--- config.mk ---
export PLATFORM = sky130hd
export DESIGN_NAME = spc_front
export DESIGN_NICKNAME = d
export VERILOG_FILES = /design/src/spc_pkg.sv /design/src/spc_front.sv
export SDC_FILE = /design/constraint.sdc
export NUM_CORES = 2
export LEC_CHECK = 0
export BUFFER_PORTS_ARGS = -buffer_cell sky130_fd_sc_hd__buf_2
export CELL_PAD_IN_SITES_DETAIL_PLACEMENT = 1
export CELL_PAD_IN_SITES_GLOBAL_PLACEMENT = 1
export CORE_MARGIN = 2
export CORE_UTILIZATION = 49
export CTS_CLUSTER_SIZE = 20
export DETAILED_ROUTE_END_ITERATION = 10
export MAX_ROUTING_LAYER = met4
export PLACE_DENSITY_LB_ADDON = 0.12
export SLEW_MARGIN = 20
export SYNTH_ARGS = -nofsm -noshare
export SYNTH_HDL_FRONTEND = slang
export SYNTH_SLANG_ARGS = --single-unit
--- constraint.sdc ---
create_clock -name clk -period 8.2 [get_ports clk]
set_clock_uncertainty 0.05 [all_clocks]
set_input_delay 0.41 -clock clk [delete_from_list [all_inputs] [get_ports clk]]
set_output_delay 0.41 -clock clk [all_outputs]
set_load 0.05 [all_outputs]
--- src/spc_pkg.sv ---
// Shared constants and codes for the streaming Pearson correlation unit.
`timescale 1ns / 1ps
package spc_pkg;

  localparam int SAMPLE_WIDTH_DEF = 16;
  localparam int COUNT_LOG2_DEF   = 20;
  localparam int FIFO_DEPTH_DEF   = 2;

  // Q1.15 result: 16 magnitude bits are searched, scale is 2^15 squared.
  localparam int Q_BITS      = 16;
  localparam int FRAC_SHIFT  = 2 * (Q_BITS - 1);
  localparam int STATUS_W    = 2;

  localparam logic [Q_BITS-1:0] CORR_MAX = Q_BITS'(32767);

  localparam logic [STATUS_W-1:0] STAT_OK    = 2'd0;
  localparam logic [STATUS_W-1:0] STAT_DEGEN = 2'd1;
  localparam logic [STATUS_W-1:0] STAT_OVF   = 2'd2;

  // Multiply jobs run by the back end, in order.
  localparam logic [2:0] MUL_N_SXX  = 3'd0;
  localparam logic [2:0] MUL_SX_SX  = 3'd1;
  localparam logic [2:0] MUL_N_SYY  = 3'd2;
  localparam logic [2:0] MUL_SY_SY  = 3'd3;
  localparam logic [2:0] MUL_N_SXY  = 3'd4;
  localparam logic [2:0] MUL_SX_SY  = 3'd5;
  localparam logic [2:0] MUL_VX_VY  = 3'd6;
  localparam logic [2:0] MUL_COV_SQ = 3'd7;

endpackage

--- src/spc_front.sv ---
// Front end: take sample words, square and multiply, accumulate, hand off sums on last.
`timescale 1ns / 1ps
module spc_front #(
  parameter int SAMPLE_WIDTH = spc_pkg::SAMPLE_WIDTH_DEF,
  parameter int COUNT_LOG2   = spc_pkg::COUNT_LOG2_DEF,
  localparam int NW    = COUNT_LOG2 + 1,
  localparam int SXW   = SAMPLE_WIDTH + COUNT_LOG2 + 1,
  localparam int SQW   = 2 * SAMPLE_WIDTH + COUNT_LOG2 - 1,
  localparam int SPW   = 2 * SAMPLE_WIDTH + COUNT_LOG2,
  localparam int SNAPW = NW + 2 * SXW + 2 * SQW + SPW + 1
) (
  input  logic                           clk,
  input  logic                           rst_n,
  input  logic                           smp_valid,
  output logic                           smp_ready,
  input  logic signed [SAMPLE_WIDTH-1:0] smp_x,
  input  logic signed [SAMPLE_WIDTH-1:0] smp_y,
  input  logic                           smp_last,
  output logic                           push,
  output logic [SNAPW-1:0]               push_data,
  input  logic                           fifo_full
);

  localparam int PW = 2 * SAMPLE_WIDTH;
  localparam logic [NW-1:0] LIMIT = NW'(1) << COUNT_LOG2;

  logic                           s1_valid_r, s1_last_r;
  logic signed [SAMPLE_WIDTH-1:0] s1_x_r, s1_y_r;
  logic signed [PW-1:0]           s1_xx_r, s1_yy_r, s1_xy_r;

  logic [NW-1:0]         cnt_r, cnt_nxt;
  logic signed [SXW-1:0] sx_r, sy_r, sx_nxt, sy_nxt;
  logic [SQW-1:0]        sxx_r, syy_r, sxx_nxt, syy_nxt;
  logic signed [SPW-1:0] sxy_r, sxy_nxt;
  logic                  ovf_r, ovf_nxt;
  logic                  s1_adv, at_lim;

  assign s1_adv    = s1_valid_r && !(s1_last_r && fifo_full);
  assign smp_ready = !s1_valid_r || s1_adv;
  assign at_lim    = (cnt_r == LIMIT);

  always_comb begin
    cnt_nxt = cnt_r;
    sx_nxt  = sx_r;
    sy_nxt  = sy_r;
    sxx_nxt = sxx_r;
    syy_nxt = syy_r;
    sxy_nxt = sxy_r;
    ovf_nxt = ovf_r;
    if (at_lim) begin
      ovf_nxt = 1'b1;
    end else begin
      cnt_nxt = cnt_r + NW'(1);
      sx_nxt  = sx_r + {{(SXW-SAMPLE_WIDTH){s1_x_r[SAMPLE_WIDTH-1]}}, s1_x_r};
      sy_nxt  = sy_r + {{(SXW-SAMPLE_WIDTH){s1_y_r[SAMPLE_WIDTH-1]}}, s1_y_r};
      sxx_nxt = sxx_r + {{(SQW-PW+1){1'b0}}, s1_xx_r[PW-2:0]};
      syy_nxt = syy_r + {{(SQW-PW+1){1'b0}}, s1_yy_r[PW-2:0]};
      sxy_nxt = sxy_r + {{(SPW-PW){s1_xy_r[PW-1]}}, s1_xy_r};
    end
  end

  assign push      = s1_adv && s1_last_r;
  assign push_data = {ovf_nxt, sxy_nxt, syy_nxt, sxx_nxt, sy_nxt, sx_nxt, cnt_nxt};

  // Stage 1: register the sample and its products.
  always_ff @(posedge clk) begin
    if (!rst_n) begin
      s1_valid_r <= 1'b0;
    end else if (smp_ready) begin
      s1_valid_r <= smp_valid;
    end
    if (smp_ready && smp_valid) begin
      s1_x_r    <= smp_x;
      s1_y_r    <= smp_y;
      s1_last_r <= smp_last;
      s1_xx_r   <= smp_x * smp_x;
      s1_yy_r   <= smp_y * smp_y;
      s1_xy_r   <= smp_x * smp_y;
    end
  end

  // Stage 2: accumulate; clear after a set is handed off.
  always_ff @(posedge clk) begin
    if (!rst_n || push) begin
      cnt_r <= '0;
      sx_r  <= '0;
      sy_r  <= '0;
      sxx_r <= '0;
      syy_r <= '0;
      sxy_r <= '0;
      ovf_r <= 1'b0;
    end else if (s1_adv) begin
      cnt_r <= cnt_nxt;
      sx_r  <= sx_nxt;
      sy_r  <= sy_nxt;
      sxx_r <= sxx_nxt;
      syy_r <= syy_nxt;
      sxy_r <= sxy_nxt;
      ovf_r <= ovf_nxt;
    end
  end

  a_cnt_limit: assert property (@(posedge clk) disable iff (!rst_n) cnt_r <= LIMIT)
    else $error("pair count beyond limit");

endmodule

Word-level counts from Yosys, hierarchy flattened
Index checks and enable logic that the tools add are counted.
- $add $sub $neg: 6
- multipliers: 3
- eq/ne operators: 1
- mux-type cells: 7
- reductions and logical operators: 9
- operators with widths (cell ; count):
    $add A51 B31 Y51 ; 2
    $mux W51 ; 2
    $add A37 B37 Y37 ; 2
    $mux W37 ; 2
    $mul A16 B16 Y31 ; 2
    $add A52 B52 Y52 ; 1
    $mux W52 ; 1
    $mul A16 B16 Y32 ; 1
    $add A21 B1 Y21 const B ; 1
    $eq A21 B21 Y1 const B ; 1
    $mux W21 ; 1
    $logic_and A1 B1 Y1 ; 4
    $logic_not A1 Y1 ; 3
    $logic_or A1 B1 Y1 ; 2
    $mux W1 ; 1
- register bits after elaboration: 378
- output and inout port bits: 252
- word-level logic and storage cells: 40

Longest topological paths before layout
- word-level depth: 5
- mapped depth: 28
- depth with buffers taken out: 26

Worst setup path after synthesis
No wires, ideal clock.
- path type: input port to flip-flop
- from: in smp_y[1]
- to: reg s1_xy_r[30], data pin
- setup time: 0.262 ns
- data arrival time: 6.692 ns
- required time: 7.888 ns
- path slack: 1.196 ns
- stages: 22
- buffers on the path: 2
- cells stage by stage: clkbuf_1 -> clkbuf_1 -> nand2_1 -> fa_1 -> fa_1 -> fa_1 -> inv_1 -> fa_1 -> fa_1 -> fa_1 -> ha_1 -> a21o_1 -> a21oi_1 -> o21ai_0 -> a41oi_1 -> a21oi_1 -> a211o_1 -> or3_1 -> a31o_2 -> o41ai_1 -> o21ai_1 -> xor2_1
- cells in the longest elaborated chain, start to end: 1
- RTL lines (item ; line ; RTL):
    from (decl) ; spc_front.sv:17 ; input logic signed [SAMPLE_WIDTH-1:0] smp_y,
    $mul A16 B16 Y32 ; spc_front.sv:78 ; s1_xy_r <= smp_x * smp_y;
    to (signal assigned) ; spc_front.sv:78 ;
    to (decl) ; spc_front.sv:29 ; logic signed [PW-1:0] s1_xx_r, s1_yy_r, s1_xy_r;
No other way between the ends.
A chain may end at the register's enable or synchronous reset.

Worst setup path after layout
- from: in smp_y[3]
- to: reg s1_yy_r[30], data pin
- cells in the longest elaborated chain, start to end: 1
- RTL lines (item ; line ; RTL):
    $mul A16 B16 Y31 ; spc_front.sv:77 ; s1_yy_r <= smp_y * smp_y;
    to (signal assigned) ; spc_front.sv:77 ;
    to (decl) ; spc_front.sv:29 ;
No other way between the ends.

==> impl_metrics.toml <==
[run_status]
outcome = "complete, no violations"

[placement]
gp_congestion = 0.893
port_buffers = 288
dpl_worst_slack_ps = 550
dp_hpwl_um = 128000

[job]
drv_cap = 0

[layout]
drive_gt1_frac = 0.0756
fillers = 12622
area_growth_pct = 8.65
multiInputGateArea_um2 = 38600
final_util = 0.536
seq_area_um2 = 8720
nets = 7490

[logic_synthesis]
synth_area_leader_cell = "fa_1"
synth_ff_type = "dfxtp_1"
async_flop_share = 0
synth.ff_latch_count = 374
synth_most_common_cell = "inv_1"
syn_nets = 7337
yosysSeqAreaShare = 0.168
synth_edf_count = 123
synth.avg_cell_area_um2 = 8.46
synth_cell_type_count = 70
yosysWarnings = 0
synthTopCellsByCount = "inv_1 (974), nand2_1 (852), fa_1 (722), nor2_1 (526), ha_1 (445)"
synth.area.top_cells = "fa_1 (28%), ha_1 (11%), dfxtp_1 (9.7%), edfxtp_1 (7.1%), inv_1 (7.0%)"
synthCells = 6133
synth_area_um2 = 51900
yosysTopAreaCellShare = 0.279

[timing]
fmax_mhz = 140
rsz0062_at_grt = "no"
hold_viol = 0
finalWorstSetupSlack_ps = 1080
report.final.slew_viol_count = 0
max_slew.worst_pin.slew_ps = 997
fin_setup_tns_ps = 0
fin_crit_sh = 0.869
setup_viol = 0
post-route-min-period_ps = 7120
relSlewSlack = 0.318

[drt]
drt_wl_total_um = 161000
via_per_inst = 5.54
drtPass1Iterations = 5
wire_per_inst_um = 20.9
drtIter0Drc = 2388
drc_errors = 0
antenna_left = 0
vias = 42800

[clock_tree]
cts_setup_buffers = 0
insertion_delay_ps = 630
root_buffer = "clkbuf_16"
cts_tree = "done"
cts_buffers = 48
clkSinkCount = 374
clk_pin_slew_ps = 60
ctsLongestPathBuffers = 3
htree_levels = 2
ctsResizeCount = 0

[floorplanning]
num_rows = 119
dieWidth_um = 329
ios = 289
die_area_um2 = 108000
start_util = 0.493
die_y_um = 329
core_area_um2 = 105000

[setup_path]
crit_path_start_kind = "primary input"
crit_fanout = 20
cp.arrival_ps = 7430
crit_type = "primary input to register"
required_ps = 8500
end_kind = "register"

[global_route]
grt_overflow = 0
grt_usage = 0.309
grt_antenna_before_repair = 5
grt_pass1_vias = 46132
grt_max_degree = 157
grt_pass1_wl_um = 255000

[hold_path]
hp-class = "primary input to register"
[layout by cell type (no fill, tap or decap), types with 80 or more instances in the layout]
| master | synthesis | final |
|---|---|---|
| nor3_1 | 82 | 82 |
| xor2_1 | 128 | 128 |
| ha_1 | 445 | 445 |
| a21o_1 | 132 | 132 |
| nand2_1 | 852 | 849 |
| a21oi_1 | 385 | 385 |
| edfxtp_1 | 123 | 123 |
| buf_2 | 0 | 288 |
| xnor2_1 | 269 | 269 |
| dfxtp_1 | 251 | 251 |
| and2_1 | 167 | 165 |
| nand3_1 | 80 | 80 |
| inv_1 | 974 | 974 |
| nor2_1 | 526 | 524 |
| o21ai_0 | 174 | 174 |
| fa_1 | 722 | 722 |
[layer usage]
layer	GRT usage	share of wire
met1	0.402	0.44
met2	0.516	0.49
met3	0.0251	0.041
met4	0.0881	0.029
met5	-	0
[final timing paths]
path,startpoint,end,slack (ps),cells past startpoint
worst max-delay path,smp_y[3],s1_yy_r[30],1080,24
worst max register to register,s1_x_r[0],sxx_r[42],3610,14
worst min register to register,ovf_r,ovf_r,420,2
worst min-delay path,smp_x[11],s1_x_r[11],110,1
[stage by stage]
| stage | hold slack (ps) | cells | area [µm²] |
|---|---|---|---|
| after floorplan | 378 | 6133 | 51900 |
| after global placement | 391 | 7623 | 54700 |
| after detailed placement | 404 | 7623 | 54700 |
| after CTS | 94.6 | 7714 | 56300 |
| after global routing | 106 | 7718 | 56400 |
| final | 115 | 7719 | 56400 |
[cells by family after synthesis]
kind of cell,after synthesis,synth area share
flip-flops,374,0.168
multiplexers,50,0.00982
XOR/XNOR,397,0.0670
AO/OA/AOI/OAI,970,0.115
buffers and inverters,1231,0.0891
AND/OR/NAND/NOR,1944,0.165
adder cells (fa/ha/maj),1167,0.386
[registers in the layout, summed over array words and instances (netlist names)]
signal      count
sy_r           37
cnt_r          21
s1_last_r       1
s1_y_r         16
s1_x_r         16
s1_yy_r        29
sx_r           37
syy_r          51
s1_valid_r      1
s1_xx_r        29
s1_xy_r        32
ovf_r           1
sxx_r          51
sxy_r          52
[area by class of cell]
type                    instances  share of cell area
clock buffers                  66              0.0241
well taps                    1391              0.0309
diodes                          4            0.000178
flip-flops and latches        374               0.155
repair buffers                353              0.0352
inverters                     981              0.0653
multi-input cells            4528               0.684
clock inverters                22             0.00524
[worst max-delay path: stages]
cell and delay (ps):
buf_2 530, clkinv_1 240, buf_4 270, nor2_1 200
ha_1 300, xor2_1 190, fa_1 530, fa_1 520
inv_1 50, fa_1 490, fa_1 500, inv_1 50
fa_1 470, inv_1 40, ha_1 310, and3_1 200
a221oi_1 400, o21ai_0 180, a211oi_1 530, nor3b_1 190
o311ai_0 440, a21oi_1 130, nor2_1 140, xnor2_1 90
[what timing repair did]
item | in CTS | in global routing
hold buffers | 3 | 0
hold endpoints to repair | 2 | 0
endpoints found under the setup margin | 0 | 0
Power is left out: the tool's default activity adds up to more than one toggle a clock period on the data nets, which glitch-free logic cannot reach.
