### src/spc_pkg.sv
// Shared constants and codes for the streaming Pearson correlation unit.
`timescale 1ns / 1ps
package spc_pkg;

  localparam int SAMPLE_WIDTH_DEF = 16;
  localparam int COUNT_LOG2_DEF   = 20;
  localparam int FIFO_DEPTH_DEF   = 2;

  // Q1.15 result: 16 magnitude bits are searched, scale is 2^15 squared.
  localparam int Q_BITS      = 16;
  localparam int FRAC_SHIFT  = 2 * (Q_BITS - 1);
  localparam int STATUS_W    = 2;

  localparam logic [Q_BITS-1:0] CORR_MAX = Q_BITS'(32767);

  localparam logic [STATUS_W-1:0] STAT_OK    = 2'd0;
  localparam logic [STATUS_W-1:0] STAT_DEGEN = 2'd1;
  localparam logic [STATUS_W-1:0] STAT_OVF   = 2'd2;

  // Multiply jobs run by the back end, in order.
  localparam logic [2:0] MUL_N_SXX  = 3'd0;
  localparam logic [2:0] MUL_SX_SX  = 3'd1;
  localparam logic [2:0] MUL_N_SYY  = 3'd2;
  localparam logic [2:0] MUL_SY_SY  = 3'd3;
  localparam logic [2:0] MUL_N_SXY  = 3'd4;
  localparam logic [2:0] MUL_SX_SY  = 3'd5;
  localparam logic [2:0] MUL_VX_VY  = 3'd6;
  localparam logic [2:0] MUL_COV_SQ = 3'd7;

endpackage

### src/spc_fifo.sv
// Short queue of accumulated sum sets between front and back.
`timescale 1ns / 1ps
module spc_fifo #(
  parameter int WIDTH = 8,
  parameter int DEPTH = spc_pkg::FIFO_DEPTH_DEF,
  localparam int AW = (DEPTH > 1) ? $clog2(DEPTH) : 1,
  localparam int CW = $clog2(DEPTH + 1)
) (
  input  logic             clk,
  input  logic             rst_n,
  input  logic             push,
  input  logic [WIDTH-1:0] push_data,
  output logic             full,
  input  logic             pop,
  output logic [WIDTH-1:0] pop_data,
  output logic             empty
);

  logic [WIDTH-1:0] mem_r [DEPTH];
  logic [AW-1:0]    wp_r, rp_r;
  logic [CW-1:0]    cnt_r;

  assign full     = (cnt_r == CW'(DEPTH));
  assign empty    = (cnt_r == '0);
  assign pop_data = mem_r[rp_r];

  always_ff @(posedge clk) begin
    if (push) begin
      mem_r[wp_r] <= push_data;
    end
  end

  always_ff @(posedge clk) begin
    if (!rst_n) begin
      wp_r  <= '0;
      rp_r  <= '0;
      cnt_r <= '0;
    end else begin
      if (push) begin
        wp_r <= (wp_r == AW'(DEPTH - 1)) ? '0 : wp_r + AW'(1);
      end
      if (pop) begin
        rp_r <= (rp_r == AW'(DEPTH - 1)) ? '0 : rp_r + AW'(1);
      end
      cnt_r <= cnt_r + CW'(push) - CW'(pop);
    end
  end

  a_no_overrun: assert property (@(posedge clk) disable iff (!rst_n) full |-> !push)
    else $error("push into full queue");
  a_no_underrun: assert property (@(posedge clk) disable iff (!rst_n) empty |-> !pop)
    else $error("pop from empty queue");

endmodule

### config.mk
export PLATFORM = sky130hd
export DESIGN_NAME = spc_fifo
export DESIGN_NICKNAME = d
export VERILOG_FILES = /design/src/spc_pkg.sv /design/src/spc_fifo.sv
export SDC_FILE = /design/constraint.sdc
export NUM_CORES = 1
export LEC_CHECK = 0
export BUFFER_PORTS_ARGS = -buffer_cell sky130_fd_sc_hd__buf_2
export CORE_ASPECT_RATIO = 1.5
export CORE_MARGIN = 4
export CORE_UTILIZATION = 35
export CTS_CLUSTER_SIZE = 25
export DETAILED_ROUTE_END_ITERATION = 16
export SETUP_SLACK_MARGIN = 0.3
export SLEW_MARGIN = 5
export SYNTH_ARGS = -nofsm -noshare
export SYNTH_HDL_FRONTEND = slang
export SYNTH_SLANG_ARGS = --single-unit
### constraint.sdc
create_clock -name clk -period 3.9 [get_ports clk]
set_input_delay 0.39 -clock clk [delete_from_list [all_inputs] [get_ports clk]]
set_output_delay 0.39 -clock clk [all_outputs]
set_load 0.01 [all_outputs]
After elaboration in Yosys (flattened, before gate mapping):

Memories as Yosys holds them, arrays and structs flattened. A register that Yosys moved wholly into a read port is not among the register bits.
Cells that the tools add are included.

* bitwise logic cells: 0
* shift operators: 0
* mux-type cells: 6
* $mul: 0
* divide/modulo/power cells: 0
* $lt $le $gt $ge: 0
* reductions and logical operators: 1
* equal/unequal tests: 1
* add/sub/neg operators: 4

Operators with widths (number)
* $mux W1: 6
* $add A1 B1 Y1 const B: 2
* $add A2 B1 Y2: 1
* $eq A2 B2 Y1 const B: 1
* $logic_not A2 Y1: 1
* $sub A2 B1 Y2: 1

* memories: 1
* memory bits (read-only): 0
* RAM bits: 16
* register bits after elaboration: 4
* output and inout bits: 10
* bits in latches: 0
* bits of input ports: 12

Memory list
* mem_r: words 2, width 8, rd ports 1, clocked after Yosys merged registers in 1, write ports 1, RTL line spc_fifo.sv:19 `logic [WIDTH-1:0] mem_r [DEPTH];`

Depth between registers and ports, before layout:

Gate-level depths: netlist of the first run.

* depth after elaboration: 4
* gate-level depth with buffers: 6
* gate-level depth less buffers: 6

Worst setup path before layout of the first run:

OpenSTA, ideal clock, no wires.

* kind: input port to flip-flop
* start: in pop
* end: reg cnt_r[1]
* setup time: 0.065 ns
* buffers on the path: 0
* cell stages on the path: 5
* arrival: 1.284 ns
* setup slack: 2.551 ns
* path through: ha_1 -> inv_1 -> ha_1 -> xnor3_1 -> nor2b_1

* longest elaborated chain between the ends: 1

RTL lines
* start, declared: RTL line spc_fifo.sv:14 `input logic pop,`
* $sub A2 B1 Y2: RTL line spc_fifo.sv:45 `cnt_r <= cnt_r + CW'(push) - CW'(pop);`
* end signal, assigned: RTL line spc_fifo.sv:45
* end, declared: RTL line spc_fifo.sv:21 `logic [CW-1:0] cnt_r;`

No other way between the ends.
A chain may end at the register's enable or synchronous reset.

==> impl_metrics.csv, run 1 <==
group,metric,value,unit
synth,yosysSeqAreaShare,72.5,%
drt,drt_wl_total,1.25,mm
pwr,p_leak,0.386,nW
floorplan,rows,21,
sta,final_max_slew_viol_count,0,
final_layout,nNetsFinal,85,
worst_setup_path,timing.rr.end,"cnt_r[1]$_SDFF_PN0_",
drt,detail-route-antenna-nets,0,
sta,setup_tns,0,ns
clock_tree,cts_root_buf,"clkbuf_4",
sta,max_freq,575,MHz
clock_tree,cts_htree_levels,1,
worst_setup_path,cp_slowest_stage_delay,0.54,ns
synth,yosysTopAreaCell,"edfxtp_1",
synth,avgSynthCellArea,17.4,um^2
floorplan,die_h,66.6,um
worst_hold_path,hold_path_class,"primary input to flop",
worst_setup_path,r2r_slack,2.47,ns
pwr,peakVddDrop,0.000210,V
worst_setup_path,cpLargestDelayFamily,"flip-flops",
synth,ys_ff_latch,21,
clock_tree,cts_tree,"built",
clock_tree,numCtsBuffers,3,
sta,fin_crit_sh,44.6,%
sta,clock_skew,0.000379,ns
clock_tree,ctsResizeCount,0,
sta,hold_slack,0.290,ns
worst_setup_path,worstPathMaxFanout,8,
global_route,grt_max_degree,12,
sta,hold_violations,0,
drt,drt_first_pass_iters,2,
global_route,grt_pass1_wl,1.95,mm
global_route,track_usage,8.98,%
synth,synth_nets,60,
worst_setup_path,critical_path_class,"flop to primary output",
worst_setup_path,start_kind,"flop",
floorplan,start_util,36.3,%
sta,min_period,1.74,ns
synth,yosysTopAreaCellShare,60.0,%
final_layout,layout-drive-gt1-share,45.7,%
clock_tree,postCtsSetupBuffers,0,
worst_setup_path,cp_num_buf_inv,1,
global_route,antenna_found_initial,0,
floorplan,die_w,47.1,um
final_layout,final_cell_area,956,um^2
synth,syn_area,801,um^2
placed_design,gp_congestion,0.624,
sta,rsz0062_at_grt,"no",
outcome,outcome,"complete, no violations",
worst_setup_path,cp.arrival,1.35,ns
worst_setup_path,reg2reg_from,"cnt_r[0]$_SDFF_PN0_",
worst_hold_path,worstHoldPathCells,1,
flow_run,drv_cap,0,
placed_design,dpl.hpwl,974,um
synth,yosysWarnings,0,
clock_tree,clock_path_buffers,2,
drt,viasPerCell,4.63,
worst_setup_path,worstPathRequired,3.51,ns
floorplan,ioPinCount,22,
sta,slew_headroom,45.8,%
worst_hold_path,hp-start,"push_data[5]",
drt,wl_per_cell,13.4,um
synth,yosys-top-cells-area,"edfxtp_1 60%, dfxtp_1 13%, mux2_2 11%",
clock_tree,clkTransAtPathRegs,0.10,ns
placed_design,dpl.cell_count,89,
final_layout,instances_no_fill,93,
sta,finalSetupViolCount,0,
pwr,power_density,451,nW/um^2
clock_tree,clock-sinks,21,
drt,vias,431,
worst_setup_path,crit_path_end_kind,"primary output",
drt,drc_errors,0,
worst_setup_path,cp_cell_sequence,"mux2_2 > buf_2",
global_route,grt_overflow,0,
worst_setup_path,critPathSlowestCell,"dfxtp_1",
synth,synth_cell_types,12,
final_layout,area_delta_synth_final,19.4,%
floorplan,dieArea,3130,um^2
global_route,grt_pass1_vias,465,
worst_setup_path,reg2regPathDepth,6,
sta,tightest_slew,0.811,ns
clock_tree,clock_insertion_delay_worst_skew,0.28,ns
placed_design,io_buffers,21,
floorplan,core_area,2210,um^2
drt,drt_iter0_drc,7,
final_layout,num_antenna_cells,0,
clock_tree,cts_hold_buf,0,
placed_design,placed_area,930,um^2
worst_hold_path,hold_end,"mem_r[1][5]$_DFFE_PP_",
synth,syn-instance-count,46,
cell usage after synthesis:
cell	count
edfxtp_1	16
mux2_2	8
dfxtp_1	5
and2_1	4
nor2b_1	4
ha_1	2
inv_1	2
buf_2	1
nor2_1	1
o21a_1	1
xnor3_1	1
xor2_1	1
per-layer routing:
metal	vias up	wire (um)	share of wire (%)	global-route usage (%)
met2	17	689	55	16.2
met4	0	12	0.96	4.15
li1	213	-	-	-
met5	-	0	0	0
met1	199	469	38	9.52
met3	2	77	6.2	1.62
cells in the final DEF (no fill, tap or decap):
cell / synthesis / routed
edfxtp_1: 16 / 16
buf_2: 1 / 21
clkbuf_4: 0 / 3
clkbuf_1: 0 / 1
dfxtp_1: 5 / 5
xnor3_1: 1 / 1
o21a_1: 1 / 1
xor2_1: 1 / 1
inv_1: 2 / 2
mux2_2: 8 / 8
ha_1: 2 / 2
nor2b_1: 4 / 4
and2_1: 4 / 4
nor2_1: 1 / 1
worst register-to-register path: stages (launching register included):
cell     delay, ns
dfxtp_1       0.37
inv_1         0.06
ha_1          0.26
inv_1         0.06
ha_1          0.14
xnor3_1       0.37
nor2b_1       0.12
logic make-up (layout without fill, tap and decap cells):
logic type,after synthesis,after routing,synth area share [%]
xor gates and xnor gates,2,2,3.91
DFF,21,21,72.5
muxes,8,8,11.3
adders and majority gates,2,2,3.12
AOI/OAI and AO/OA,1,1,0.938
and+or+nand+nor,9,9,6.72
buffers and inverters,3,27,1.56
sequential cells by signal, indices dropped and copies added (netlist names), named ones only:
signal  cells
cnt_r       2
wp_r        1
rp_r        1
mem_r      16
power breakdown:
part	internal (mW)	switching, mW
sequential	0.258	0.00999
combinational	0.0390	0.0295
clock	0.0397	0.0552
area by class of cell:
type,instances,area [um^2]
well taps,23,28.8
inverters,2,7.51
repair buffers,21,105
fillers,229,1250
multi-input cells,22,208
clock buffers,4,26.3
flip-flops and latches,21,581
through the flow:
| step | setup WS (ns) | utilization, % | power [mW] |
|---|---|---|---|
| 6_report | 2.16 | 43.3 | 0.431 |
| 5_1_grt | 2.05 | 43.3 | 0.458 |
| 4_1_cts | 2.12 | 43.3 | 0.439 |
| 3_5_place_dp | 2.31 | 42.1 | 0.343 |
| 3_3_place_gp | 2.39 | 42.1 | 0.340 |
| 2_1_floorplan | 2.55 | - | 0.315 |
worst max path at each step:
stage | start | to | slack, ns | cells past startpoint
finish | flop | pop_data[7] | 2.16 | 2
global route | flop | pop_data[1] | 2.05 | 2
CTS | flop | pop_data[7] | 2.12 | 2
detailed placement | push | mem_r[0][4]$_DFFE_PP_ | 2.31 | 2
global placement | push | mem_r[0][4]$_DFFE_PP_ | 2.39 | 2
floorplan | pop | cnt_r[1]$_SDFF_PN0_ | 2.55 | 5
(Power assumes the default switching activity.)
==> inputs of run 2 (changes only) <==
Clock period 3.9 ns to 1.7 ns, I/O delays scaled along.
==> impl_metrics.csv, run 2 (same netlist as run 1, synthesis figures left out) <==
group,metric,value,unit
worst_setup_path,reg2reg_from,"cnt_r[0]$_SDFF_PN0_",
worst_setup_path,critical_path_class,"flop to primary output",
floorplan,start_util,36.3,%
drt,vias,434,
worst_hold_path,hp-start,"push_data[7]",
global_route,grt_pass1_vias,463,
clock_tree,cts_root_buf,"clkbuf_4",
sta,hold_violations,0,
final_layout,final_cell_mix,"21 x buf_2, 16 x edfxtp_1, 7 x mux2_2, 4 x nor2b_1, 4 x and2_1",
global_route,track_usage,8.93,%
pwr,p_leak,0.395,nW
sta,min_period,1.37,ns
floorplan,die_w,47.1,um
sta,clock_skew,0.00386,ns
floorplan,rows,21,
clock_tree,clock-sinks,21,
sta,finalWorstSetupSlack,0.328,ns
final_layout,area_delta_synth_final,21.4,%
sta,rsz0062_at_grt,"yes",
placed_design,post-place-ws,0.315,ns
final_layout,top_register,"mem_r",
clock_tree,clkTransAtPathRegs,0.11,ns
worst_setup_path,crit_path_end_kind,"primary output",
global_route,grt_max_degree,12,
drt,wl_met1,440,um
placed_design,io_buffers,21,
final_layout,nNetsFinal,86,
worst_setup_path,start_kind,"flop",
pwr,power_density,1030,nW/um^2
sta,max_freq,729,MHz
floorplan,die_h,66.6,um
clock_tree,cts_hold_buf,0,
worst_setup_path,cp_num_buf_inv,1,
sta,fin_crit_sh,80.7,%
floorplan,ioPinCount,22,
worst_setup_path,cpLargestDelayFamily,"flip-flops",
worst_setup_path,worstPathMaxFanout,8,
floorplan,core_area,2210,um^2
drt,drc_errors,0,
drt,drt_iter0_drc,12,
placed_design,gp_congestion,0.676,
placed_design,dpl.hpwl,921,um
worst_hold_path,hold_path_class,"primary input to flop",
drt,drt_first_pass_iters,3,
clock_tree,numCtsBuffers,3,
clock_tree,cts_htree_levels,1,
sta,slew_headroom,74.1,%
drt,viasPerCell,4.62,
clock_tree,cts_tree,"built",
drt,detail-route-antenna-nets,0,
sta,tightest_slew,0.388,ns
sta,setup_tns,0,ns
final_layout,final_common_cell,"buf_2",
clock_tree,clock_insertion_delay_worst_skew,0.29,ns
final_layout,largest_reg_flops,16,
clock_tree,postCtsSetupBuffers,0,
worst_setup_path,cp.arrival,1.20,ns
drt,dr_wl_met2,644,um
worst_setup_path,critPathSlowestCell,"dfxtp_4",
drt,drt_wl_total,1.18,mm
flow_run,drv_cap,0,
worst_setup_path,worstPathRequired,1.53,ns
global_route,grt_overflow,0,
final_layout,num_antenna_cells,0,
worst_setup_path,cp_slowest_stage_delay,0.42,ns
outcome,outcome,"complete, no violations",
final_layout,top_regs,"mem_r x16, cnt_r x2",
global_route,grt_pass1_wl,1.85,mm
global_route,antenna_found_initial,0,
drt,dr_wl_met3,83,um
pwr,peakVddDrop,0.000491,V
sta,finalSetupViolCount,0,
worst_setup_path,cp_cell_sequence,"mux2_2 > buf_2",
sta,final_max_slew_viol_count,0,
clock_tree,clock_path_buffers,2,
final_layout,layout-drive-gt1-share,49.3,%
drt,wl_per_cell,12.6,um
floorplan,dieArea,3130,um^2
drt,topRoutingLayerUsed,"met4",
## run 2: changes by cell type in the layout (fill, tap and decap cells not counted), sizes merged
cell / delta
buf: +1
## run 2: area by class of cell
class	count	area [um^2]
inverters	2	7.51
fillers	217	1230
flip-flops and latches	21	586
clock buffers	4	26.3
multi-input cells	22	211
repair buffers	22	113
well taps	23	28.8
## run 2: routing by layer
layer	GRT usage (%)	vias to the layer above
met4	7.27	0
li1	-	214
met1	9.15	203
met5	0	-
met3	1.62	2
met2	14.8	15
## run 2: worst paths after layout
kind	depth (start not counted)	slack (ns)	end
setup reg to reg	6	0.49	cnt_r[1]$_SDFF_PN0_
hold / removal	1	0.06	mem_r[1][7]$_DFFE_PP_
setup / recovery	2	0.33	pop_data[7]
hold reg to reg	2	0.58	flop
## run 2: power by group
group	internal [mW]	switching (mW)	leakage (nW)	total, mW
Sequential	0.592	0.0221	0.193	0.614
Clock	0.0912	0.135	0.0150	0.226
Combinational	0.0927	0.0663	0.188	0.159
## run 2: through the flow
stage | instances | utilization (%) | area, um^2 | hold slack [ns] | power, mW
floorplan | 46 | - | 801 | 0.269 | 0.723
global placement | 90 | 42.5 | 937 | 0.360 | 0.782
detailed placement | 90 | 42.5 | 937 | 0.365 | 0.788
CTS | 94 | 43.9 | 968 | 0.0446 | 1.02
global route | 94 | 44.0 | 972 | 0.0281 | 1.07
finish | 94 | 44.0 | 972 | 0.0600 | 0.999
## run 2: what timing repair did
action                     CTS  global route
setup endpoints to repair    9             9
pin swaps                    0             1
gates resized for setup      3             1
