`src/spc_pkg.sv`:
```
// Shared constants and codes for the streaming Pearson correlation unit.
`timescale 1ns / 1ps
package spc_pkg;

  localparam int SAMPLE_WIDTH_DEF = 16;
  localparam int COUNT_LOG2_DEF   = 20;
  localparam int FIFO_DEPTH_DEF   = 2;

  // Q1.15 result: 16 magnitude bits are searched, scale is 2^15 squared.
  localparam int Q_BITS      = 16;
  localparam int FRAC_SHIFT  = 2 * (Q_BITS - 1);
  localparam int STATUS_W    = 2;

  localparam logic [Q_BITS-1:0] CORR_MAX = Q_BITS'(32767);

  localparam logic [STATUS_W-1:0] STAT_OK    = 2'd0;
  localparam logic [STATUS_W-1:0] STAT_DEGEN = 2'd1;
  localparam logic [STATUS_W-1:0] STAT_OVF   = 2'd2;

  // Multiply jobs run by the back end, in order.
  localparam logic [2:0] MUL_N_SXX  = 3'd0;
  localparam logic [2:0] MUL_SX_SX  = 3'd1;
  localparam logic [2:0] MUL_N_SYY  = 3'd2;
  localparam logic [2:0] MUL_SY_SY  = 3'd3;
  localparam logic [2:0] MUL_N_SXY  = 3'd4;
  localparam logic [2:0] MUL_SX_SY  = 3'd5;
  localparam logic [2:0] MUL_VX_VY  = 3'd6;
  localparam logic [2:0] MUL_COV_SQ = 3'd7;

endpackage

```
`src/spc_back.sv`:
```
// Back end: variances, covariance and bitwise ratio search for one sum set.
`timescale 1ns / 1ps
module spc_back #(
  parameter int SAMPLE_WIDTH = spc_pkg::SAMPLE_WIDTH_DEF,
  parameter int COUNT_LOG2   = spc_pkg::COUNT_LOG2_DEF,
  localparam int NW    = COUNT_LOG2 + 1,
  localparam int SXW   = SAMPLE_WIDTH + COUNT_LOG2 + 1,
  localparam int SQW   = 2 * SAMPLE_WIDTH + COUNT_LOG2 - 1,
  localparam int SPW   = 2 * SAMPLE_WIDTH + COUNT_LOG2,
  localparam int SNAPW = NW + 2 * SXW + 2 * SQW + SPW + 1,
  localparam int VW    = 2 * SAMPLE_WIDTH + 2 * COUNT_LOG2 + 1
) (
  input  logic                                  clk,
  input  logic                                  rst_n,
  input  logic                                  fifo_empty,
  input  logic [SNAPW-1:0]                      snap,
  output logic                                  pop,
  output logic                                  mul_start,
  output logic signed [VW-1:0]                  mul_a,
  output logic signed [VW-1:0]                  mul_b,
  input  logic                                  mul_done,
  input  logic signed [2*VW-1:0]                mul_prod,
  output logic                                  res_valid,
  input  logic                                  res_ready,
  output logic signed [spc_pkg::Q_BITS-1:0]     res_corr,
  output logic [spc_pkg::STATUS_W-1:0]          res_status
);

  localparam int RW  = 2 * VW + 2 * spc_pkg::Q_BITS;
  localparam int QBW = $clog2(spc_pkg::Q_BITS);

  localparam int O_SX  = NW;
  localparam int O_SY  = O_SX + SXW;
  localparam int O_SXX = O_SY + SXW;
  localparam int O_SYY = O_SXX + SQW;
  localparam int O_SXY = O_SYY + SQW;
  localparam int O_OVF = O_SXY + SPW;

  localparam logic [2:0] ST_IDLE  = 3'd0;
  localparam logic [2:0] ST_ISSUE = 3'd1;
  localparam logic [2:0] ST_WAIT  = 3'd2;
  localparam logic [2:0] ST_CHECK = 3'd3;
  localparam logic [2:0] ST_SQA   = 3'd4;
  localparam logic [2:0] ST_SQB   = 3'd5;
  localparam logic [2:0] ST_DONE  = 3'd6;

  logic [2:0]            st_r;
  logic [2:0]            mi_r;
  logic [NW-1:0]         n_r;
  logic signed [SXW-1:0] sx_r, sy_r;
  logic [SQW-1:0]        sxx_r, syy_r;
  logic signed [SPW-1:0] sxy_r;
  logic                  ovf_r, deg_r;
  logic signed [VW-1:0]  pa_r, vx_r, vy_r, cov_r;
  logic [RW-1:0]         p_r, t_r, s_r, qs_r, p2_r, sp_r, qn_r;
  logic [spc_pkg::Q_BITS-1:0] q_r, q_cap;
  logic [QBW-1:0]        bit_r;
  logic                  out_valid_r;
  logic signed [spc_pkg::Q_BITS-1:0] corr_r;
  logic [spc_pkg::STATUS_W-1:0]      stat_r;

  logic signed [VW-1:0] n_e, sx_e, sy_e, sxx_e, syy_e, sxy_e, mag;
  logic signed [VW-1:0] prod_lo;
  logic [RW-1:0]        cand;
  logic                 out_free;

  assign n_e     = {{(VW-NW){1'b0}}, n_r};
  assign sx_e    = {{(VW-SXW){sx_r[SXW-1]}}, sx_r};
  assign sy_e    = {{(VW-SXW){sy_r[SXW-1]}}, sy_r};
  assign sxx_e   = {{(VW-SQW){1'b0}}, sxx_r};
  assign syy_e   = {{(VW-SQW){1'b0}}, syy_r};
  assign sxy_e   = {{(VW-SPW){sxy_r[SPW-1]}}, sxy_r};
  assign mag     = cov_r[VW-1] ? -cov_r : cov_r;
  assign prod_lo = mul_prod[VW-1:0];
  assign cand    = sp_r + qs_r;
  assign out_free = !out_valid_r || res_ready;
  assign q_cap   = (q_r > spc_pkg::CORR_MAX) ? spc_pkg::CORR_MAX : q_r;

  assign pop       = (st_r == ST_IDLE) && !fifo_empty;
  assign mul_start = (st_r == ST_ISSUE);

  always_comb begin
    unique case (mi_r)
      spc_pkg::MUL_N_SXX: begin mul_a = n_e;   mul_b = sxx_e; end
      spc_pkg::MUL_SX_SX: begin mul_a = sx_e;  mul_b = sx_e;  end
      spc_pkg::MUL_N_SYY: begin mul_a = n_e;   mul_b = syy_e; end
      spc_pkg::MUL_SY_SY: begin mul_a = sy_e;  mul_b = sy_e;  end
      spc_pkg::MUL_N_SXY: begin mul_a = n_e;   mul_b = sxy_e; end
      spc_pkg::MUL_SX_SY: begin mul_a = sx_e;  mul_b = sy_e;  end
      spc_pkg::MUL_VX_VY: begin mul_a = vx_r;  mul_b = vy_r;  end
      default:            begin mul_a = mag;   mul_b = mag;   end
    endcase
  end

  always_ff @(posedge clk) begin
    if (!rst_n) begin
      st_r <= ST_IDLE;
    end else begin
      unique case (st_r)
        ST_IDLE: begin
          if (!fifo_empty) begin
            st_r <= ST_ISSUE;
          end
        end
        ST_ISSUE: st_r <= ST_WAIT;
        ST_WAIT: begin
          if (mul_done) begin
            if (mi_r == spc_pkg::MUL_SX_SY) begin
              st_r <= ST_CHECK;
            end else if (mi_r == spc_pkg::MUL_COV_SQ) begin
              st_r <= ST_SQA;
            end else begin
              st_r <= ST_ISSUE;
            end
          end
        end
        ST_CHECK: begin
          if (vx_r <= 0 || vy_r <= 0) begin
            st_r <= ST_DONE;
          end else begin
            st_r <= ST_ISSUE;
          end
        end
        ST_SQA: st_r <= ST_SQB;
        ST_SQB: begin
          if (bit_r == '0) begin
            st_r <= ST_DONE;
          end else begin
            st_r <= ST_SQA;
          end
        end
        ST_DONE: begin
          if (out_free) begin
            st_r <= ST_IDLE;
          end
        end
        default: st_r <= ST_IDLE;
      endcase
    end
  end

  always_ff @(posedge clk) begin
    unique case (st_r)
      ST_IDLE: begin
        if (!fifo_empty) begin
          n_r   <= snap[NW-1:0];
          sx_r  <= snap[O_SY-1:O_SX];
          sy_r  <= snap[O_SXX-1:O_SY];
          sxx_r <= snap[O_SYY-1:O_SXX];
          syy_r <= snap[O_SXY-1:O_SYY];
          sxy_r <= snap[O_OVF-1:O_SXY];
          ovf_r <= snap[O_OVF];
          mi_r  <= spc_pkg::MUL_N_SXX;
          deg_r <= 1'b0;
          q_r   <= '0;
        end
      end
      ST_WAIT: begin
        if (mul_done) begin
          unique case (mi_r)
            spc_pkg::MUL_N_SXX,
            spc_pkg::MUL_N_SYY,
            spc_pkg::MUL_N_SXY: pa_r  <= prod_lo;
            spc_pkg::MUL_SX_SX: vx_r  <= pa_r - prod_lo;
            spc_pkg::MUL_SY_SY: vy_r  <= pa_r - prod_lo;
            spc_pkg::MUL_SX_SY: cov_r <= pa_r - prod_lo;
            spc_pkg::MUL_VX_VY: p_r   <= RW'(mul_prod);
            default: begin
              t_r   <= RW'(mul_prod) << spc_pkg::FRAC_SHIFT;
              s_r   <= '0;
              qs_r  <= '0;
              p2_r  <= p_r << (2 * (spc_pkg::Q_BITS - 1));
              bit_r <= QBW'(spc_pkg::Q_BITS - 1);
            end
          endcase
          if (mi_r != spc_pkg::MUL_SX_SY && mi_r != spc_pkg::MUL_COV_SQ) begin
            mi_r <= mi_r + 3'd1;
          end
        end
      end
      ST_CHECK: begin
        deg_r <= (vx_r <= 0 || vy_r <= 0);
        mi_r  <= spc_pkg::MUL_VX_VY;
      end
      ST_SQA: begin
        // Trial square = q^2*p + 2^(b+1)*q*p + 2^(2b)*p, built from shifted terms.
        sp_r <= s_r + p2_r;
        qn_r <= qs_r + (p2_r << 1);
      end
      ST_SQB: begin
        if (cand <= t_r) begin
          s_r  <= cand;
          qs_r <= qn_r >> 1;
          q_r  <= q_r | (spc_pkg::Q_BITS'(1) << bit_r);
        end else begin
          qs_r <= qs_r >> 1;
        end
        p2_r  <= p2_r >> 2;
        bit_r <= bit_r - QBW'(1);
      end
      default: ;
    endcase
  end

  always_ff @(posedge clk) begin
    if (!rst_n) begin
      out_valid_r <= 1'b0;
    end else if (st_r == ST_DONE && out_free) begin
      out_valid_r <= 1'b1;
    end else if (res_ready) begin
      out_valid_r <= 1'b0;
    end
    if (st_r == ST_DONE && out_free) begin
      if (deg_r) begin
        corr_r <= '0;
      end else begin
        corr_r <= cov_r[VW-1] ? -q_cap : q_cap;
      end
      priority if (ovf_r) begin
        stat_r <= spc_pkg::STAT_OVF;
      end else if (deg_r) begin
        stat_r <= spc_pkg::STAT_DEGEN;
      end else begin
        stat_r <= spc_pkg::STAT_OK;
      end
    end
  end

  assign res_valid  = out_valid_r;
  assign res_corr   = corr_r;
  assign res_status = stat_r;

  a_degen_zero: assert property (@(posedge clk) disable iff (!rst_n)
    (out_valid_r && stat_r == spc_pkg::STAT_DEGEN) |-> (corr_r == '0))
    else $error("degenerate result with nonzero correlation");

endmodule

```
`config.mk`:
```
export PLATFORM = sky130hd
export DESIGN_NAME = spc_back
export DESIGN_NICKNAME = d
export VERILOG_FILES = /design/src/spc_pkg.sv /design/src/spc_back.sv
export SDC_FILE = /design/constraint.sdc
export NUM_CORES = 2
export LEC_CHECK = 0
export BUFFER_PORTS_ARGS = -buffer_cell sky130_fd_sc_hd__clkbuf_2
export CORE_MARGIN = 1.5
export CORE_UTILIZATION = 57
export DETAILED_ROUTE_END_ITERATION = 8
export GPL_TIMING_DRIVEN = 0
export PLACE_DENSITY = 0.78
export SKIP_CTS_REPAIR_TIMING = 1
export SYNTH_ARGS = -nofsm -noshare
export SYNTH_HDL_FRONTEND = slang
export SYNTH_SLANG_ARGS = --single-unit
```
`constraint.sdc`:
```
create_clock -name clk -period 36.7 [get_ports clk]
set_clock_uncertainty 0.2 [all_clocks]
set_input_delay 3.67 -clock clk [delete_from_list [all_inputs] [get_ports clk]]
set_output_delay 3.67 -clock clk [all_outputs]
set_load 0.005 [all_outputs]
```
## Word level (Yosys, flattened, before mapping)

Cells that the tools add are included.

- Input port bits: 401
- Bits in registers: 1770
- Logic and storage cells: 132
- Output and inout port bits: 167

- Equality and inequality tests: 21
- Add/sub/neg operators: 8
- Bitwise logic cells: 3
- Mux-type cells: 37
- Reductions and logical operators: 32
- Shift-type cells: 1
- Magnitude comparators: 4

Operator list:

| cell | count |
|---|---|
| $pmux 178 s2 | 3 |
| $mux 178 | 5 |
| $add 178x178->178 | 3 |
| $pmux 73 s6 | 1 |
| $pmux 73 s4 | 1 |
| $le 178x178->1 | 1 |
| $mux 177 | 1 |
| $le 73x1->1 const B | 2 |
| $mux 73 | 1 |
| $neg 73->73 | 1 |
| $sub 73x73->73 | 1 |
| $mux 16 | 4 |
| $pmux 16 s2 | 1 |
| $mux 3 | 9 |
| $reduce_and 3->1 | 9 |
| $eq 3x3->1 const B | 7 |
| $pmux 3 s7 | 1 |
| $gt 16x15->1 const B | 1 |
| $neg 16->16 | 1 |
| $or 16x16->16 | 1 |
| $shl 1x4->16 const A | 1 |
| $eq 3x2->1 const B | 4 |
| $ne 2x2->1 const B | 6 |
| $pmux 3 s3 | 1 |
| other kinds (22) | 40 |

## Longest topological paths before layout

- Word-level depth: 5
- Depth in mapped cells: 31

## Least setup slack after synthesis

OpenSTA, ideal clock, no wires.

- Kind: in2reg
- Start: input mul_done
- End: register s_r[0] (enable)
- Required time: 35.946 ns
- Setup slack: 1.877 ns
- Cell stages on the path: 3
- Data arrival time: 34.069 ns
- Buffers on the path: 0
- Path through: nand3b_1 -> o21ai_0 -> o21a_1

- Word-level cells in the longest chain between the ends: 2

RTL lines:

| item | RTL line | RTL |
|---|---|---|
| start: declaration | spc_back.sv:21 | `input logic mul_done,` |
| $ne 2x2->1 (no source line) | -- |  |
| $reduce_and 4->1 (no source line) | -- |  |
| end signal: assignment | spc_back.sv:192 | `s_r <= cand;` |
| end: declaration | spc_back.sv:55 | `logic [RW-1:0] p_r, t_r, s_r, qs_r, p2_r, sp_r, qn_r;` |

Every way passes these cells.
A chain may end at the register's enable or synchronous reset.

## Worst setup path in the final report

- Start: register qs_r[48]
- End: register s_r[114] (enable)

- Word-level cells in the longest chain between the ends: 4

RTL lines:

| item | RTL line | RTL |
|---|---|---|
| start: declaration | spc_back.sv:55 |  |
| start signal: assignment | spc_back.sv:193 | `qs_r <= qn_r >> 1;` |
| start signal: assignment | spc_back.sv:196 | `qs_r <= qs_r >> 1;` |
| $add 178x178->178 | spc_back.sv:75 | `assign cand = sp_r + qs_r;` |
| via cand[111] | spc_back.sv:64 | `logic [RW-1:0] cand;` |
| $le 178x178->1 | spc_back.sv:191 | `if (cand <= t_r) begin` |
| $ne 2x2->1 (no source line) | -- |  |
| $reduce_and 4->1 (no source line) | -- |  |

The timed path passes the listed nets, and every way through them passes these cells.

==> flow_metrics.env <==
export IMPL_antenna_found_initial=61
export IMPL_crit_family="compound AO/OA/AOI/OAI gates"
export IMPL_required_ps=37040
export IMPL_yosysUniqueCellTypes=109
export IMPL_hpwl_um=361000
export IMPL_crit_buf_inv=5
export IMPL_slew_violations=17
export IMPL_grt_pass1_vias=93400
export IMPL_insertion_delay_ps=880
export IMPL_finalPower_uw=5850
export IMPL_async_flop_share_pct=0
export IMPL_rsz0062_at_grt="no"
export IMPL_worst_path_max_delay_cell="o21ai_1"
export IMPL_cts_tree="built"
export IMPL_die_area_sq_um=195000
export IMPL_synth_top_area_share_pct=48.4
export IMPL_syn_area_sq_um=109000
export IMPL_pre_cts_ws_ps=23590
export IMPL_post_route_period_util_pct=38.1
export IMPL_fmax_ghz=0.0716
export IMPL_nets=13100
export IMPL_drive_gt1_share_pct=9.93
export IMPL_worstPathArrival_ps=14310
export IMPL_period_needed_ps=13970
export IMPL_worstSetupPathType="reg2reg"
export IMPL_grt_overflow=0
export IMPL_hold_class="reg2reg"
export IMPL_fillerInstances=14700
export IMPL_syn_avg_cell_area_sq_um=9.93
export IMPL_clkSinkCount=1767
export IMPL_irDropWorstVdd_v=0.0000729
export IMPL_core_sq_um=190000
export IMPL_ant_nets=0
export IMPL_yosys_register_bits=1767
export IMPL_initial_core_util_pct=57.5
export IMPL_yosysTopAreaCell="edfxtp_1"
export IMPL_area_delta_synth_final_pct=13.0
export IMPL_synthTopCellsByArea="edfxtp_1 48%, ha_1 8.7%, a21oi_1 5.3%"
export IMPL_synth_simple_area_share_pct=14.8
export IMPL_drt_total_wl_um=448000
export IMPL_synth_edf_count=1763
export IMPL_powerDensity_nw_per_um2=47.3
export IMPL_dr_first_iter_drc_count=14100
export IMPL_synth_cells=11000
export IMPL_placementRows=160
export IMPL_htreeDepth=4
export IMPL_portBuffers=567
export IMPL_io_pin_count=568
export IMPL_die_width_um=441
export IMPL_gp_congestion=1.06
export IMPL_clockBufferDepth=3
export IMPL_cp_start_kind="flip-flop"
export IMPL_status="complete, but fails checks"
export IMPL_synth_xor_area_share_pct=5.40
export IMPL_grt_usage_pct=44.8
export IMPL_grt_max_degree=62
export IMPL_cts_clk_slew_worst_paths_ps=60
export IMPL_ys_seq_area_share_pct=48.4
export IMPL_dieHeight_um=441
export IMPL_path_max_fanout=61
export IMPL_dr_pass1_iters=9
export IMPL_synthTopCellsByCount="1763 x edfxtp_1, 1384 x nand2_1, 1160 x a21oi_1"
export IMPL_end_kind="flip-flop"
export IMPL_synth_top_family_by_area="compound AO/OA/AOI/OAI gates"
export IMPL_numCtsBuffers=191
export IMPL_max_cap_violations=6
export IMPL_yosysMostFrequentCell="edfxtp_1"
export IMPL_setup_slack_ps=22730
export IMPL_hold_violations=0
export IMPL_cpMostUsedCell="nor2_1"
export IMPL_synthesis_nets=12200
export IMPL_vias=99400
export IMPL_setup_viol=0
export IMPL_relSlewSlack_pct=-14.6
export IMPL_synthMuxAreaShare_pct=0.430
export IMPL_synth_compound_area_share_pct=18.7
export IMPL_max_stage_delay_ps=1130
export IMPL_power_leakage_uw=0.0469
export IMPL_grt_pass1_wl_um=633000
export IMPL_synth_warnings=0
export IMPL_routed_via_density=6.80
export IMPL_utilization_pct=65.0
export IMPL_synth_adder_area_share_pct=8.79
export IMPL_tns_ps=0
export IMPL_violations="DRC, capacitance limit, slew limit"
export IMPL_tightest_slew_ps=1700
export IMPL_route_detailed_drc=1
export IMPL_clockRootBuffer="clkbuf_16"
export IMPL_ys_flop_type="edfxtp_1"
export IMPL_wl_per_cell_um=30.7
layout make-up:
type | count | area, sq um | area share [%]
diodes | 47 | 118 | 0.0951
clock inverters | 124 | 1330 | 1.07
inverters | 441 | 1660 | 1.34
flip-flops and latches | 1767 | 53000 | 42.9
repair buffers | 693 | 4490 | 3.63
clock buffers | 223 | 4960 | 4.01
well taps | 2511 | 3140 | 2.54
multi-input cells | 8249 | 52800 | 42.7
plain buffers | 562 | 2190 | 1.77
layer usage:
| metal | GRT usage, % | vias to the layer above | wire length (um) |
|---|---|---|---|
| li1 | - | 42900 | - |
| met2 | 65.5 | 7332 | 189000 |
| met4 | 24.8 | 34 | 29200 |
| met5 | 0 | - | 224 |
| met1 | 58.5 | 47700 | 168000 |
| met3 | 15.0 | 1488 | 61300 |
where the power goes:
part           leakage (uW)  switching [uW]  internal (uW)
Combinational        0.0277             969            444
Sequential           0.0162            70.9           2360
Clock               0.00303             892           1110
Total                0.0469            1930           3920
cells in the final DEF, fill, tap and decap left out, types with 134 or more instances in the layout:
cell type and count:
and2_1 188, clkbuf_16 192, o21ai_0 750, a21oi_1 1160
ha_1 763, clkbuf_2 574, xor2_1 278, clkbuf_1 513
a21o_1 330, nand4_1 354, xnor2_1 397, inv_1 441
o21bai_1 186, nand3_1 274, nor3_1 134, nor2_1 686
edfxtp_1 1763, nand2_1 1384
worst register-to-register path: cells and delay by family (launching register included):
| family | cells | cell delay [ps] |
|---|---|---|
| buffers and inverters | 5 | 1670 |
| DFF | 1 | 470 |
| adders and majority gates | 2 | 540 |
| and+or+nand+nor | 11 | 4770 |
| AOI/OAI and AO/OA | 10 | 5440 |
| xor gates and xnor gates | 1 | 420 |
through the flow:
stage	cells	area [sq um]	hold WS (ps)
after floorplan	11000	109000	227
after global placement	14100	115000	230
after detailed placement	14200	117000	268
after CTS	14600	124000	281
after global routing	14600	124000	277
final	14600	124000	296
worst paths after layout:
check        startpoint            end  slack [ps]  cells past startpoint
max            qs_r[48]       s_r[114]       22730                     29
min               ovf_r  res_status[1]         300                      0
max reg2reg    qs_r[48]       s_r[114]       22730                     29
min reg2reg       ovf_r  res_status[1]         300                      0
registers in the layout, indices dropped and copies added (netlist names), 4 cells and up:
name      flops
bit_r         4
cov_r        73
n_r          21
p2_r        177
p_r         146
pa_r         73
q_r          16
qn_r        177
qs_r        177
res_corr     16
s_r         178
sp_r        178
sx_r         37
sxx_r        51
sxy_r        52
sy_r         37
syy_r        51
t_r         146
vx_r         73
vy_r         73
cells by family after synthesis:
family	Yosys count
AO/OA/AOI/OAI	3299
adder cells (fa/ha/maj)	767
AND/OR/NAND/NOR	3465
buffers and inverters	1003
multiplexers	43
flip-flops	1767
XOR/XNOR	675
No activity file was read; power rests on OpenSTA's default activity.
